==> src/osts_pkg.sv <==
`timescale 1ns / 1ps
// ----------------------------------------------------------------------------
// osts_pkg
// Shared types and codes for the one-shot timer slot table.
// ----------------------------------------------------------------------------
package osts_pkg;

    localparam int DEFAULT_SLOT_COUNT = 8;

    localparam logic [1:0] MODE_SCHEDULE = 2'd0;
    localparam logic [1:0] MODE_TICK     = 2'd1;
    localparam logic [1:0] MODE_CANCEL   = 2'd2;

    localparam logic KIND_STATUS = 1'b0;
    localparam logic KIND_EXPIRY = 1'b1;

    localparam int SLOT_FIELD_W = 3;

    typedef struct packed {
        logic [1:0]              mode;
        logic [30:0]             delay;
        logic [7:0]              handler_id;
        logic [31:0]             param_value;
        logic [31:0]             now_time;
        logic [SLOT_FIELD_W-1:0] slot_index;
    } req_item_t;

    typedef struct packed {
        logic                    kind;
        logic                    status;
        logic [SLOT_FIELD_W-1:0] fired_slot;
        logic [7:0]              fired_handler;
        logic [31:0]             fired_param;
        logic                    last;
    } rsp_item_t;

    typedef struct packed {
        logic [31:0] deadline;
        logic [7:0]  handler;
        logic [31:0] param;
    } slot_entry_t;

endpackage

==> src/osts_slot_mem.sv <==
`timescale 1ns / 1ps
// ----------------------------------------------------------------------------
// osts_slot_mem
// Slot storage: one write port, one read port with registered read data.
// ----------------------------------------------------------------------------
module osts_slot_mem #(
    parameter int DEPTH  = osts_pkg::DEFAULT_SLOT_COUNT,
    parameter int ADDR_W = 3
) (
    input  logic                 clk,
    input  logic                 wr_en,
    input  logic [ADDR_W-1:0]    wr_addr,
    input  osts_pkg::slot_entry_t wr_data,
    input  logic                 rd_en,
    input  logic [ADDR_W-1:0]    rd_addr,
    output osts_pkg::slot_entry_t rd_data
);

    osts_pkg::slot_entry_t mem [DEPTH];
    osts_pkg::slot_entry_t rd_data_reg;

    always_ff @(posedge clk)
    begin
        if (wr_en)
        begin
            mem[wr_addr] <= wr_data;
        end
        if (rd_en)
        begin
            rd_data_reg <= mem[rd_addr];
        end
    end

    assign rd_data = rd_data_reg;

endmodule

==> src/osts_ctrl.sv <==
`timescale 1ns / 1ps
// ----------------------------------------------------------------------------
// osts_ctrl
// Sequencer: armed bits, free-slot search, tick scan and result register.
// ----------------------------------------------------------------------------
module osts_ctrl #(
    parameter int SLOT_COUNT = osts_pkg::DEFAULT_SLOT_COUNT,
    parameter int IDX_W      = 3
) (
    input  logic                  clk,
    input  logic                  rst_n,
    input  logic                  req_valid,
    output logic                  req_ready,
    input  osts_pkg::req_item_t   req,
    output logic                  rsp_valid,
    input  logic                  rsp_ready,
    output osts_pkg::rsp_item_t   rsp,
    output logic                  mem_we,
    output logic [IDX_W-1:0]      mem_waddr,
    output osts_pkg::slot_entry_t mem_wdata,
    output logic                  mem_re,
    output logic [IDX_W-1:0]      mem_raddr,
    input  osts_pkg::slot_entry_t mem_rdata
);

    localparam int SLOT_W = osts_pkg::SLOT_FIELD_W;

    typedef enum logic [4:0] {
        ST_IDLE  = 5'b00001,
        ST_SCHED = 5'b00010,
        ST_READ  = 5'b00100,
        ST_CHECK = 5'b01000,
        ST_FLUSH = 5'b10000
    } state_t;

    state_t                  state_reg, state_next;
    logic [IDX_W-1:0]        idx_reg, idx_next;
    logic [SLOT_COUNT-1:0]   armed_reg, armed_next;
    logic [31:0]             last_time_reg, last_time_next;
    logic                    pend_valid_reg, pend_valid_next;
    osts_pkg::rsp_item_t     pend_reg, pend_next;
    logic                    rsp_valid_reg, rsp_valid_next;
    osts_pkg::rsp_item_t     rsp_data_reg, rsp_data_next;
    osts_pkg::req_item_t     cmd_reg, cmd_next;

    logic                    out_free;
    logic                    free_found;
    logic [IDX_W-1:0]        free_idx;
    logic [31:0]             deadline_sum;
    logic                    fire;
    logic                    stall;
    logic                    cancel_hit;
    logic [IDX_W-1:0]        cancel_idx;

    assign req_ready    = (state_reg == ST_IDLE);
    assign rsp_valid    = rsp_valid_reg;
    assign rsp          = rsp_data_reg;
    assign out_free     = !rsp_valid_reg || rsp_ready;
    assign deadline_sum = last_time_reg + {1'b0, cmd_reg.delay};
    assign fire         = armed_reg[idx_reg] && (cmd_reg.now_time > mem_rdata.deadline);
    assign stall        = fire && pend_valid_reg && !out_free;
    assign cancel_hit   = (int'(req.slot_index) < SLOT_COUNT);
    assign cancel_idx   = IDX_W'(req.slot_index);

    // Pick the lowest-numbered free slot.
    always_comb
    begin
        free_found = 1'b0;
        free_idx   = '0;
        for (int i = SLOT_COUNT - 1; i >= 0; i--)
        begin
            if (!armed_reg[i])
            begin
                free_found = 1'b1;
                free_idx   = IDX_W'(i);
            end
        end
    end

    always_comb
    begin
        state_next      = state_reg;
        idx_next        = idx_reg;
        armed_next      = armed_reg;
        last_time_next  = last_time_reg;
        pend_valid_next = pend_valid_reg;
        pend_next       = pend_reg;
        rsp_valid_next  = rsp_valid_reg && !rsp_ready;
        rsp_data_next   = rsp_data_reg;
        cmd_next        = cmd_reg;
        mem_we          = 1'b0;
        mem_waddr       = free_idx;
        mem_wdata       = '{deadline: deadline_sum,
                            handler:  cmd_reg.handler_id,
                            param:    cmd_reg.param_value};
        mem_re          = 1'b0;
        mem_raddr       = idx_reg;

        unique case (state_reg)
            ST_IDLE:
            begin
                if (req_valid)
                begin
                    cmd_next = req;
                    priority if (req.mode == osts_pkg::MODE_SCHEDULE)
                    begin
                        state_next = ST_SCHED;
                    end
                    else if (req.mode == osts_pkg::MODE_TICK)
                    begin
                        last_time_next = req.now_time;
                        idx_next       = '0;
                        state_next     = ST_READ;
                    end
                    else if (req.mode == osts_pkg::MODE_CANCEL)
                    begin
                        if (cancel_hit)
                        begin
                            armed_next[cancel_idx] = 1'b0;
                        end
                    end
                    else
                    begin
                        state_next = ST_IDLE;
                    end
                end
            end
            ST_SCHED:
            begin
                if (out_free)
                begin
                    rsp_valid_next = 1'b1;
                    rsp_data_next  = '{kind:          osts_pkg::KIND_STATUS,
                                       status:        free_found,
                                       fired_slot:    '0,
                                       fired_handler: '0,
                                       fired_param:   '0,
                                       last:          1'b1};
                    if (free_found)
                    begin
                        mem_we               = 1'b1;
                        armed_next[free_idx] = (deadline_sum != 32'd0);
                    end
                    state_next = ST_IDLE;
                end
            end
            ST_READ:
            begin
                mem_re     = 1'b1;
                state_next = ST_CHECK;
            end
            ST_CHECK:
            begin
                if (!stall)
                begin
                    if (fire)
                    begin
                        armed_next[idx_reg] = 1'b0;
                        pend_valid_next     = 1'b1;
                        pend_next           = '{kind:          osts_pkg::KIND_EXPIRY,
                                                status:        1'b0,
                                                fired_slot:    SLOT_W'(idx_reg),
                                                fired_handler: mem_rdata.handler,
                                                fired_param:   mem_rdata.param,
                                                last:          1'b0};
                        if (pend_valid_reg)
                        begin
                            rsp_valid_next = 1'b1;
                            rsp_data_next  = pend_reg;
                        end
                    end
                    if (idx_reg == IDX_W'(SLOT_COUNT - 1))
                    begin
                        state_next = ST_FLUSH;
                    end
                    else
                    begin
                        idx_next   = idx_reg + 1'b1;
                        state_next = ST_READ;
                    end
                end
            end
            ST_FLUSH:
            begin
                if (!pend_valid_reg)
                begin
                    state_next = ST_IDLE;
                end
                else if (out_free)
                begin
                    rsp_valid_next     = 1'b1;
                    rsp_data_next      = pend_reg;
                    rsp_data_next.last = 1'b1;
                    pend_valid_next    = 1'b0;
                    state_next         = ST_IDLE;
                end
            end
            default:
            begin
                state_next = ST_IDLE;
            end
        endcase
    end

    always_ff @(posedge clk or negedge rst_n)
    begin
        if (!rst_n)
        begin
            state_reg      <= ST_IDLE;
            idx_reg        <= '0;
            armed_reg      <= '0;
            last_time_reg  <= '0;
            pend_valid_reg <= 1'b0;
            rsp_valid_reg  <= 1'b0;
        end
        else
        begin
            state_reg      <= state_next;
            idx_reg        <= idx_next;
            armed_reg      <= armed_next;
            last_time_reg  <= last_time_next;
            pend_valid_reg <= pend_valid_next;
            rsp_valid_reg  <= rsp_valid_next;
        end
    end

    always_ff @(posedge clk)
    begin
        pend_reg     <= pend_next;
        rsp_data_reg <= rsp_data_next;
        cmd_reg      <= cmd_next;
    end

`ifndef SYNTH
    a_idle_no_pending: assert property (@(posedge clk) disable iff (!rst_n)
        req_ready |-> !pend_valid_reg)
        else $error("expiry still held while accepting transactions");

    a_sched_enters: assert property (@(posedge clk) disable iff (!rst_n)
        (req_valid && req_ready && req.mode == osts_pkg::MODE_SCHEDULE)
        |=> state_reg == ST_SCHED)
        else $error("schedule transaction did not start");

    a_sched_result: assert property (@(posedge clk) disable iff (!rst_n)
        (state_reg == ST_SCHED && out_free)
        |=> rsp_valid_reg && rsp_data_reg.last
            && rsp_data_reg.kind == osts_pkg::KIND_STATUS)
        else $error("schedule status not presented");

    a_fire_clears: assert property (@(posedge clk) disable iff (!rst_n)
        (state_reg == ST_CHECK && fire && !stall) |=> !armed_reg[$past(idx_reg)])
        else $error("fired slot still armed");

    a_tick_time: assert property (@(posedge clk) disable iff (!rst_n)
        (req_valid && req_ready && req.mode == osts_pkg::MODE_TICK)
        |=> last_time_reg == $past(req.now_time))
        else $error("tick time not recorded");
`endif

endmodule

==> src/one_shot_timer_slot_table_unit.sv <==
`timescale 1ns / 1ps
// ----------------------------------------------------------------------------
// one_shot_timer_slot_table_unit
// Table of one-shot timer slots with schedule, tick and cancel requests.
// ----------------------------------------------------------------------------
// Usage:
//   req channel takes one request per transaction: schedule, tick or cancel.
//   rsp channel returns results: one status for a schedule, one expiry per
//   fired slot for a tick (last set on the final one), none for a cancel.
//   A request is taken only while the sequencer is idle.
// Sequence:
//   schedule: status computed in the schedule state once the output
//     register is free; next request taken once back in idle.
//   tick: each slot gets a memory read state, then a compare state; the
//     scan moves on unless a firing slot stalls on full results.
//   cancel: handled in the idle state alone.
// Reset: clears all armed bits and the last tick time; the slot memory is
//   not cleared and needs no clearing pass.
// Stall: results wait in an output register plus one held expiry; the scan
//   holds on a firing slot while both are full.
// ----------------------------------------------------------------------------
module one_shot_timer_slot_table_unit #(
    parameter int SLOT_COUNT = osts_pkg::DEFAULT_SLOT_COUNT
) (
    input  logic                clk,
    input  logic                rst_n,
    input  logic                req_valid,
    output logic                req_ready,
    input  osts_pkg::req_item_t req,
    output logic                rsp_valid,
    input  logic                rsp_ready,
    output osts_pkg::rsp_item_t rsp
);

    localparam int IDX_W = (SLOT_COUNT > 1) ? $clog2(SLOT_COUNT) : 1;

    logic                  mem_we;
    logic [IDX_W-1:0]      mem_waddr;
    osts_pkg::slot_entry_t mem_wdata;
    logic                  mem_re;
    logic [IDX_W-1:0]      mem_raddr;
    osts_pkg::slot_entry_t mem_rdata;

    osts_slot_mem #(
        .DEPTH  (SLOT_COUNT),
        .ADDR_W (IDX_W)
    ) u_mem (
        .clk     (clk),
        .wr_en   (mem_we),
        .wr_addr (mem_waddr),
        .wr_data (mem_wdata),
        .rd_en   (mem_re),
        .rd_addr (mem_raddr),
        .rd_data (mem_rdata)
    );

    osts_ctrl #(
        .SLOT_COUNT (SLOT_COUNT),
        .IDX_W      (IDX_W)
    ) u_ctrl (
        .clk       (clk),
        .rst_n     (rst_n),
        .req_valid (req_valid),
        .req_ready (req_ready),
        .req       (req),
        .rsp_valid (rsp_valid),
        .rsp_ready (rsp_ready),
        .rsp       (rsp),
        .mem_we    (mem_we),
        .mem_waddr (mem_waddr),
        .mem_wdata (mem_wdata),
        .mem_re    (mem_re),
        .mem_raddr (mem_raddr),
        .mem_rdata (mem_rdata)
    );

endmodule
==> config.mk <==
export PLATFORM = sky130hd
export DESIGN_NAME = one_shot_timer_slot_table_unit
export DESIGN_NICKNAME = d
export VERILOG_FILES = /design/src/osts_pkg.sv /design/src/osts_slot_mem.sv /design/src/osts_ctrl.sv /design/src/one_shot_timer_slot_table_unit.sv
export SDC_FILE = /design/constraint.sdc
export NUM_CORES = 1
export LEC_CHECK = 0
export BUFFER_PORTS_ARGS = -buffer_cell sky130_fd_sc_hd__buf_2
export CAP_MARGIN = 20
export CORE_MARGIN = 10
export CORE_UTILIZATION = 50
export CTS_CLUSTER_DIAMETER = 40
export DETAILED_ROUTE_END_ITERATION = 12
export PLACE_DENSITY = 0.67
export SLEW_MARGIN = 15
export SYNTH_ARGS = -nofsm -noshare
export SYNTH_HDL_FRONTEND = slang
export SYNTH_SLANG_ARGS = --single-unit
==> constraint.sdc <==
create_clock -name clk -period 19 [get_ports clk]
set_input_delay 0.95 -clock clk [delete_from_list [all_inputs] [get_ports clk]]
set_output_delay 0.95 -clock clk [all_outputs]
set_load 0.005 [all_outputs]
==> impl_metrics.toml, run 1 <==
[power_and_ir_drop]
p_leak_nw = 14.11
sw_frac_of_total_pct = 29.14
power_per_cell_area_mw_per_mm2 = 144.1
peakVddDrop_mv = 0.1175
pwr-share-clk_pct = 35.9
pwr-share-comb_pct = 19.1
p_seq_share_pct = 45.0
power.switching_mw = 1.731
p_int_mw = 4.210
total_power_mw = 5.941

[clock_tree]
cts-resized-gates = 0
post_cts_buffers = 0
clk_pin_slew_worst_paths_ns = 0.06
htreeDepth = 3
hold_buffers = 0
clockRootBuffer = "clkbuf_16"
cts_inserted_buffers = 113
clock_sinks = 890
clock_path_buffers = 3
cts_tree = "yes"
clk_latency_ns = 0.69

[synth]
synthAdderAreaFrac_pct = 2.359
synth_cell_type_count = 77
synth-edff-count = 840
syn_inst = 1990
synth_xor_xnor_area_share_pct = 0.5207
syn-num-nets = 2168
synth_ff_type = "edfxtp_1"
async_flop_share_pct = 5.618
ys_ff_latch = 890
avgSynthCellArea_um2 = 17.75
synth_compound_area_share_pct = 3.769
synth.area.mux_share_pct = 10.42
syn_area_mm2 = 0.03533
yosysSeqAreaShare_pct = 74.95
yosysWarningCount = 0
synth_top_family_by_area = "multiplexers"
synthSimpleGateAreaFrac_pct = 6.616

[sta]
setup-violations-final = 0
rsz0062_at_grt = "false"
worst_slew_pin_slew_ns = 1.096
hold_viol_final = 0
fmax_mhz = 238.5
period_needed_ns = 4.192
tns_ns = 0
slew_violations = 0
relSlewSlack_pct = 26.14
holdWs_ns = 0.4166
period_share_pct = 22.07
skew_ns = 0.04508

[floorplan]
row_count = 97
start_util_pct = 50.44
die_w_um = 285.8
die_y_um = 285.8
coreArea_mm2 = 0.07003
num_io_pins = 160
dieArea_mm2 = 0.08168

[drt]
final_antenna_net_count = 0
wl_per_cell_um = 23.63
drc = 0
viasPerCell = 5.677
via_count = 18513
drt-total-wl_mm = 77.06
drt_iter0_drc = 1583
firstDrtPassIters = 5

[placement]
dpl.cell_count = 3045
place_hpwl_mm = 45.21
port_buffers = 159
gp_congestion = 0.8614

[global_routing]
grt-ovfl-total = 0
grt_first_pass_wirelength_mm = 117.9
grt_antenna_before_repair = 2
grt_pass1_vias = 19622
grt_max_degree = 64
gr-usage-all-layers_pct = 18.87

[setup_path]
cp.arrival_ns = 4.74
crit_type = "register to register"
r2r_slack_ns = 14.81
regToRegStartpoint = "u_ctrl.last_time_reg[0]$_DFFE_PN0P_"
startpoint_type = "register"
cp-end-kind = "register"
cp_max_fo = 10
crit_start = "u_ctrl.last_time_reg[0]$_DFFE_PN0P_"
required_ns = 19.54

[outcome]
status = "completed"

[finish]
antennaDiodeCount = 0
nets = 2400
area_delta_synth_final_pct = 16.75
largest_reg_flops = 576
drive_gt1_share_pct = 25.38
fin_cells = 3261
fill_cells = 5166
utilization_pct = 58.89

[hold_path]
hold_path_class = "register to register"
hold_start = "u_mem.rd_data[29]$_DFFE_PP_"

[run]
maxCapViolCount = 0
power groups by stage:
stage / Sequential, mW / Clock [mW] / Combinational [mW]
6_report: 2.67 / 2.13 / 1.14
5_1_grt: 2.69 / 2.26 / 1.25
4_1_cts: 2.67 / 2.17 / 1.13
3_5_place_dp: 2.71 / 0 / 1.13
3_3_place_gp: 2.70 / 0 / 1.09
2_1_floorplan: 2.67 / 0 / 0.756
placed cells by master (no fill, tap or decap), drive strengths merged, types with 6 or more instances in the layout:
master	netlist	layout
edfxtp	840	840
nand2	284	284
buf	31	190
mux4	146	146
clkbuf	43	130
inv	53	76
ha	65	65
nor2	56	56
and2	54	54
a21oi	52	52
dfrtp	49	49
o21ai	42	42
clkinv	0	39
mux2	34	34
a21o	20	20
nor3	18	18
nand3	17	17
nand4	14	14
a211oi	13	13
clkinvlp	0	12
xnor2	11	11
bufinv	0	11
xor2	10	10
a31oi	9	9
or3	9	9
o21a	8	8
nor4	8	8
or4	7	7
nor2b	6	6
and3	6	6
per-stage QoR:
stage | cell area (um^2) | setup slack, ns
after floorplan | 35330 | 12.17
after global placement | 37340 | 14.93
after detailed placement | 37340 | 14.86
after CTS | 41220 | 14.86
after global routing | 41240 | 14.52
final | 41240 | 14.81
worst max-delay path, cell delays in order (launching register included):
cell       delay, ns
dfrtp_1         0.34
ha_1            0.16
inv_1           0.05
fa_1            0.41
nor2b_1         0.24
o31ai_2         0.15
a211oi_1        0.47
o2111ai_1       0.31
o311ai_1        0.38
xor2_1          0.27
or4_1           0.59
nor4_1          0.26
and4b_1         0.35
o31ai_1         0.10
synth_stat cells (3+ instances only):
library cell	n	area share (%)
a211oi_1	12	0.26
a21o_1	20	0.43
a21oi_1	51	0.72
a221oi_1	4	0.099
a31oi_1	9	0.16
and2_1	51	0.90
and3_1	6	0.11
and4_1	4	0.099
buf_1	27	0.29
buf_2	4	0.057
clkbuf_1	43	0.46
dfrtp_1	49	3.5
edfxtp_1	840	71
ha_1	65	2.3
inv_1	53	0.56
mux2_2	34	1.1
mux4_2	146	9.3
nand2_1	284	3.0
nand2b_1	5	0.089
nand3_1	17	0.24
nand4_1	14	0.25
nor2_1	55	0.58
nor2b_1	6	0.11
nor3_1	18	0.26
nor3b_1	3	0.064
nor4_1	8	0.14
o2111ai_1	5	0.12
o211ai_1	3	0.064
o21a_1	8	0.17
o21ai_0	41	0.58
o22ai_1	5	0.089
o311ai_0	3	0.074
o31a_1	3	0.074
o31ai_1	3	0.064
o41ai_1	3	0.074
or2_2	3	0.053
or3_1	9	0.16
or4_1	7	0.15
xnor2_1	11	0.27
xor2_1	10	0.25
final timing paths:
path	endpoint	cells past startpoint
setup / recovery	u_ctrl.armed_reg[1]$_DFFE_PN0P_	13
hold / removal	u_ctrl.pend_reg[30]$_DFFE_PP_	0
setup reg to reg	u_ctrl.armed_reg[1]$_DFFE_PN0P_	13
hold reg to reg	u_ctrl.pend_reg[30]$_DFFE_PP_	0
max in group asynchronous	u_ctrl.mem_raddr[0]$_DFFE_PN0P_	2
min in group asynchronous	u_ctrl.armed_reg[4]$_DFFE_PN0P_	2
area by class of cell:
class	count	area (um^2)	area share [%]
Multi-Input combinational cell	973	8461	20.52
Timing Repair Buffer	191	1031	2.500
Clock inverter	85	968.4	2.348
Sequential cell	890	26490	64.22
Tap cell	940	1176	2.852
Clock buffer	129	2918	7.075
Inverter	53	201.4	0.4885
metal layers:
layer	part of all wire [%]	wire length [um]	vias up	track usage, %
li1	-	-	8308	-
met1	41	31320	9495	23.95
met2	51	39240	595	32.28
met3	6.1	4718	113	3.726
met4	2.3	1775	2	6.303
met5	0.016	12	-	0
logic make-up (layout without fill, tap and decap cells):
logic type / Yosys count / in the layout
flip-flops: 890 / 890
AND/OR/NAND/NOR: 507 / 507
AO/OA/AOI/OAI: 198 / 198
multiplexers: 181 / 181
buffers and inverters: 127 / 458
adder cells (fa/ha/maj): 66 / 66
XOR/XNOR: 21 / 21
Power figures use the tool's default switching activity.
==> inputs of run 2 (changes only) <==
PLACE_DENSITY = 0.7   (was 0.67)
clock period = 3.55 ns   (was 19 ns; I/O delays follow)
==> impl_metrics.toml, run 2 (synthesis results as in run 1) <==
[outcome]
status = "finished with violations"
violations = "setup timing"

[sta]
worst_slew_pin_slew_ns = 0.9506
holdWs_ns = 0.06958
period_share_pct = 100.1
period_needed_ns = 3.552
tns_ns = -0.002454
postLayoutSetupSlackWorst_ns = -0.002454
skew_ns = 0.05776
fmax_mhz = 281.5
relSlewSlack_pct = 36.63
rsz0062_at_grt = "true"
slew_violations = 0
setup-violations-final = 1
hold_viol_final = 0

[floorplan]
coreArea_mm2 = 0.07003
num_io_pins = 160
die_y_um = 285.8
row_count = 97
die_w_um = 285.8
dieArea_mm2 = 0.08168
start_util_pct = 50.44

[clock_tree]
clk_pin_slew_worst_paths_ns = 0.06
cts_tree = "yes"
clk_latency_ns = 0.69
htreeDepth = 3
cts_inserted_buffers = 112
clock_path_buffers = 3
clockRootBuffer = "clkbuf_16"
clock_sinks = 890

[drt]
viasPerCell = 5.591
firstDrtPassIters = 6
wl_per_cell_um = 22.99
final_antenna_net_count = 0
drt-total-wl_mm = 80.22
drc = 0
drt_iter0_drc = 1454
via_count = 19507

[finish]
most-common-layout-cells = "edfxtp_1, nand2_1, buf_2, mux4_2, buf_4"
fin_cells = 3489
area_delta_synth_final_pct = 24.56
nets = 2630
antennaDiodeCount = 0
largest_reg_flops = 576
final_common_cell = "edfxtp_1"
drive_gt1_share_pct = 29.34
design_area_mm2 = 0.04400

[power_and_ir_drop]
p_leak_nw = 15.36
power_per_cell_area_mw_per_mm2 = 768.3
peakVddDrop_mv = 0.6449

[setup_path]
crit_path_top_delay_cell = "or4_4"
path_buf_inv = 2
critPathTopFamily = "simple AND/OR/NAND/NOR gates"
path_cells = "ha_2 -> inv_2 -> fa_2 -> nor2b_4 -> o31ai_4 -> a2111oi_4 -> buf_4 -> or3_4 -> a221oi_2 -> nand4bb_1 -> or4_4 -> nor4_2 -> and4b_2 -> o31ai_1"
regToRegStartpoint = "u_ctrl.last_time_reg[0]$_DFFE_PN0P_"
startpoint_type = "register"
cp-end-kind = "register"
required_ns = 4.10
cp.arrival_ns = 4.10
crit_start = "u_ctrl.last_time_reg[0]$_DFFE_PN0P_"
slowest_delay_ns = 0.53
cp_max_fo = 3
crit_type = "register to register"

[placement]
place_hpwl_mm = 47.52
port_buffers = 159
gp_congestion = 0.8601
place_area_mm2 = 0.03865
dpl.cell_count = 3163

[hold_path]
hold_start = "req[2]"
hold_path_class = "input port to register"

[global_routing]
grt_antenna_before_repair = 0
grt_pass1_vias = 20528
grt-ovfl-total = 0
grt_first_pass_wirelength_mm = 123.1
grt_max_degree = 143
gr-usage-all-layers_pct = 19.64

[run]
maxCapViolCount = 0
==> run 2: cell count changes in the layout (fill, tap and decap cells not counted), moves of 4 or more <==
cell           delta
inv_6             -4
nor4_1            -5
bufinv_16         +6
or4_4             +5
buf_4            +89
buf_12           +33
clkinv_1          +5
clkinv_2          +5
dlygate4sd3_1   +108
clkinv_4          -7
or4_1             -5
nor4_2            +4
==> run 2: where the power goes <==
part / leakage, nW / switching [mW] / internal (mW)
registers: 8.14 / 0.512 / 13.7
clock network: 1.90 / 4.51 / 7.16
logic: 5.33 / 4.70 / 3.18
total: 15.4 / 9.72 / 24.1
==> run 2: layout make-up <==
class	count	area (um^2)
Sequential cell	890	26490
Multi-Input combinational cell	973	8733
Inverter	53	198.9
Clock buffer	124	2868
Timing Repair Buffer	422	3465
Clock inverter	87	1075
Fill cell	4802	26030
Tap cell	940	1176
==> run 2: metrics by stage <==
stage	utilization (%)	total power [mW]	setup WS [ns]
floorplan	-	18.34	-0.06922
global placement	55.20	21.39	-0.2635
detailed placement	55.20	21.65	-0.4084
CTS	62.57	33.66	-0.05809
global route	62.83	35.26	-0.1186
finish	62.83	33.81	-0.002454
==> run 2: worst min-delay path, stage by stage <==
cell and delay (ns):
buf_2 0.13, o221ai_1 0.14, nand3_1 0.11, a32oi_1 0.05, o21ai_1 0.09
==> run 2: final timing paths <==
kind	end	slack, ns	cells after the start
setup reg to reg	u_ctrl.armed_reg[1]$_DFFE_PN0P_	-0.002	14
setup / recovery	u_ctrl.armed_reg[1]$_DFFE_PN0P_	-0.002	14
max in group asynchronous	u_ctrl.last_time_reg[7]$_DFFE_PN0P_	2.56	3
hold / removal	u_ctrl.armed_reg[2]$_DFFE_PN0P_	0.07	5
hold reg to reg	u_ctrl.pend_reg[18]$_DFFE_PP_	0.41	0
min in group asynchronous	u_ctrl.armed_reg[0]$_DFFE_PN0P_	0.12	2
==> run 2: timing repair <==
item                                    4_1_cts  5_1_grt
endpoints found under the hold margin       164        0
endpoints found under the setup margin        7       24
pin swaps                                    14       19
hold buffers                                108        0
setup buffers                                 5        2
resized for setup                            20       35
==> run 2: per-layer routing <==
layer,vias to the layer above,GRT usage [%],wire length (um)
met5,-,0,0
met4,0,6.448,2010
met3,131,2.648,4013
met2,600,34.17,41620
met1,10018,25.29,32580
li1,8758,-,-
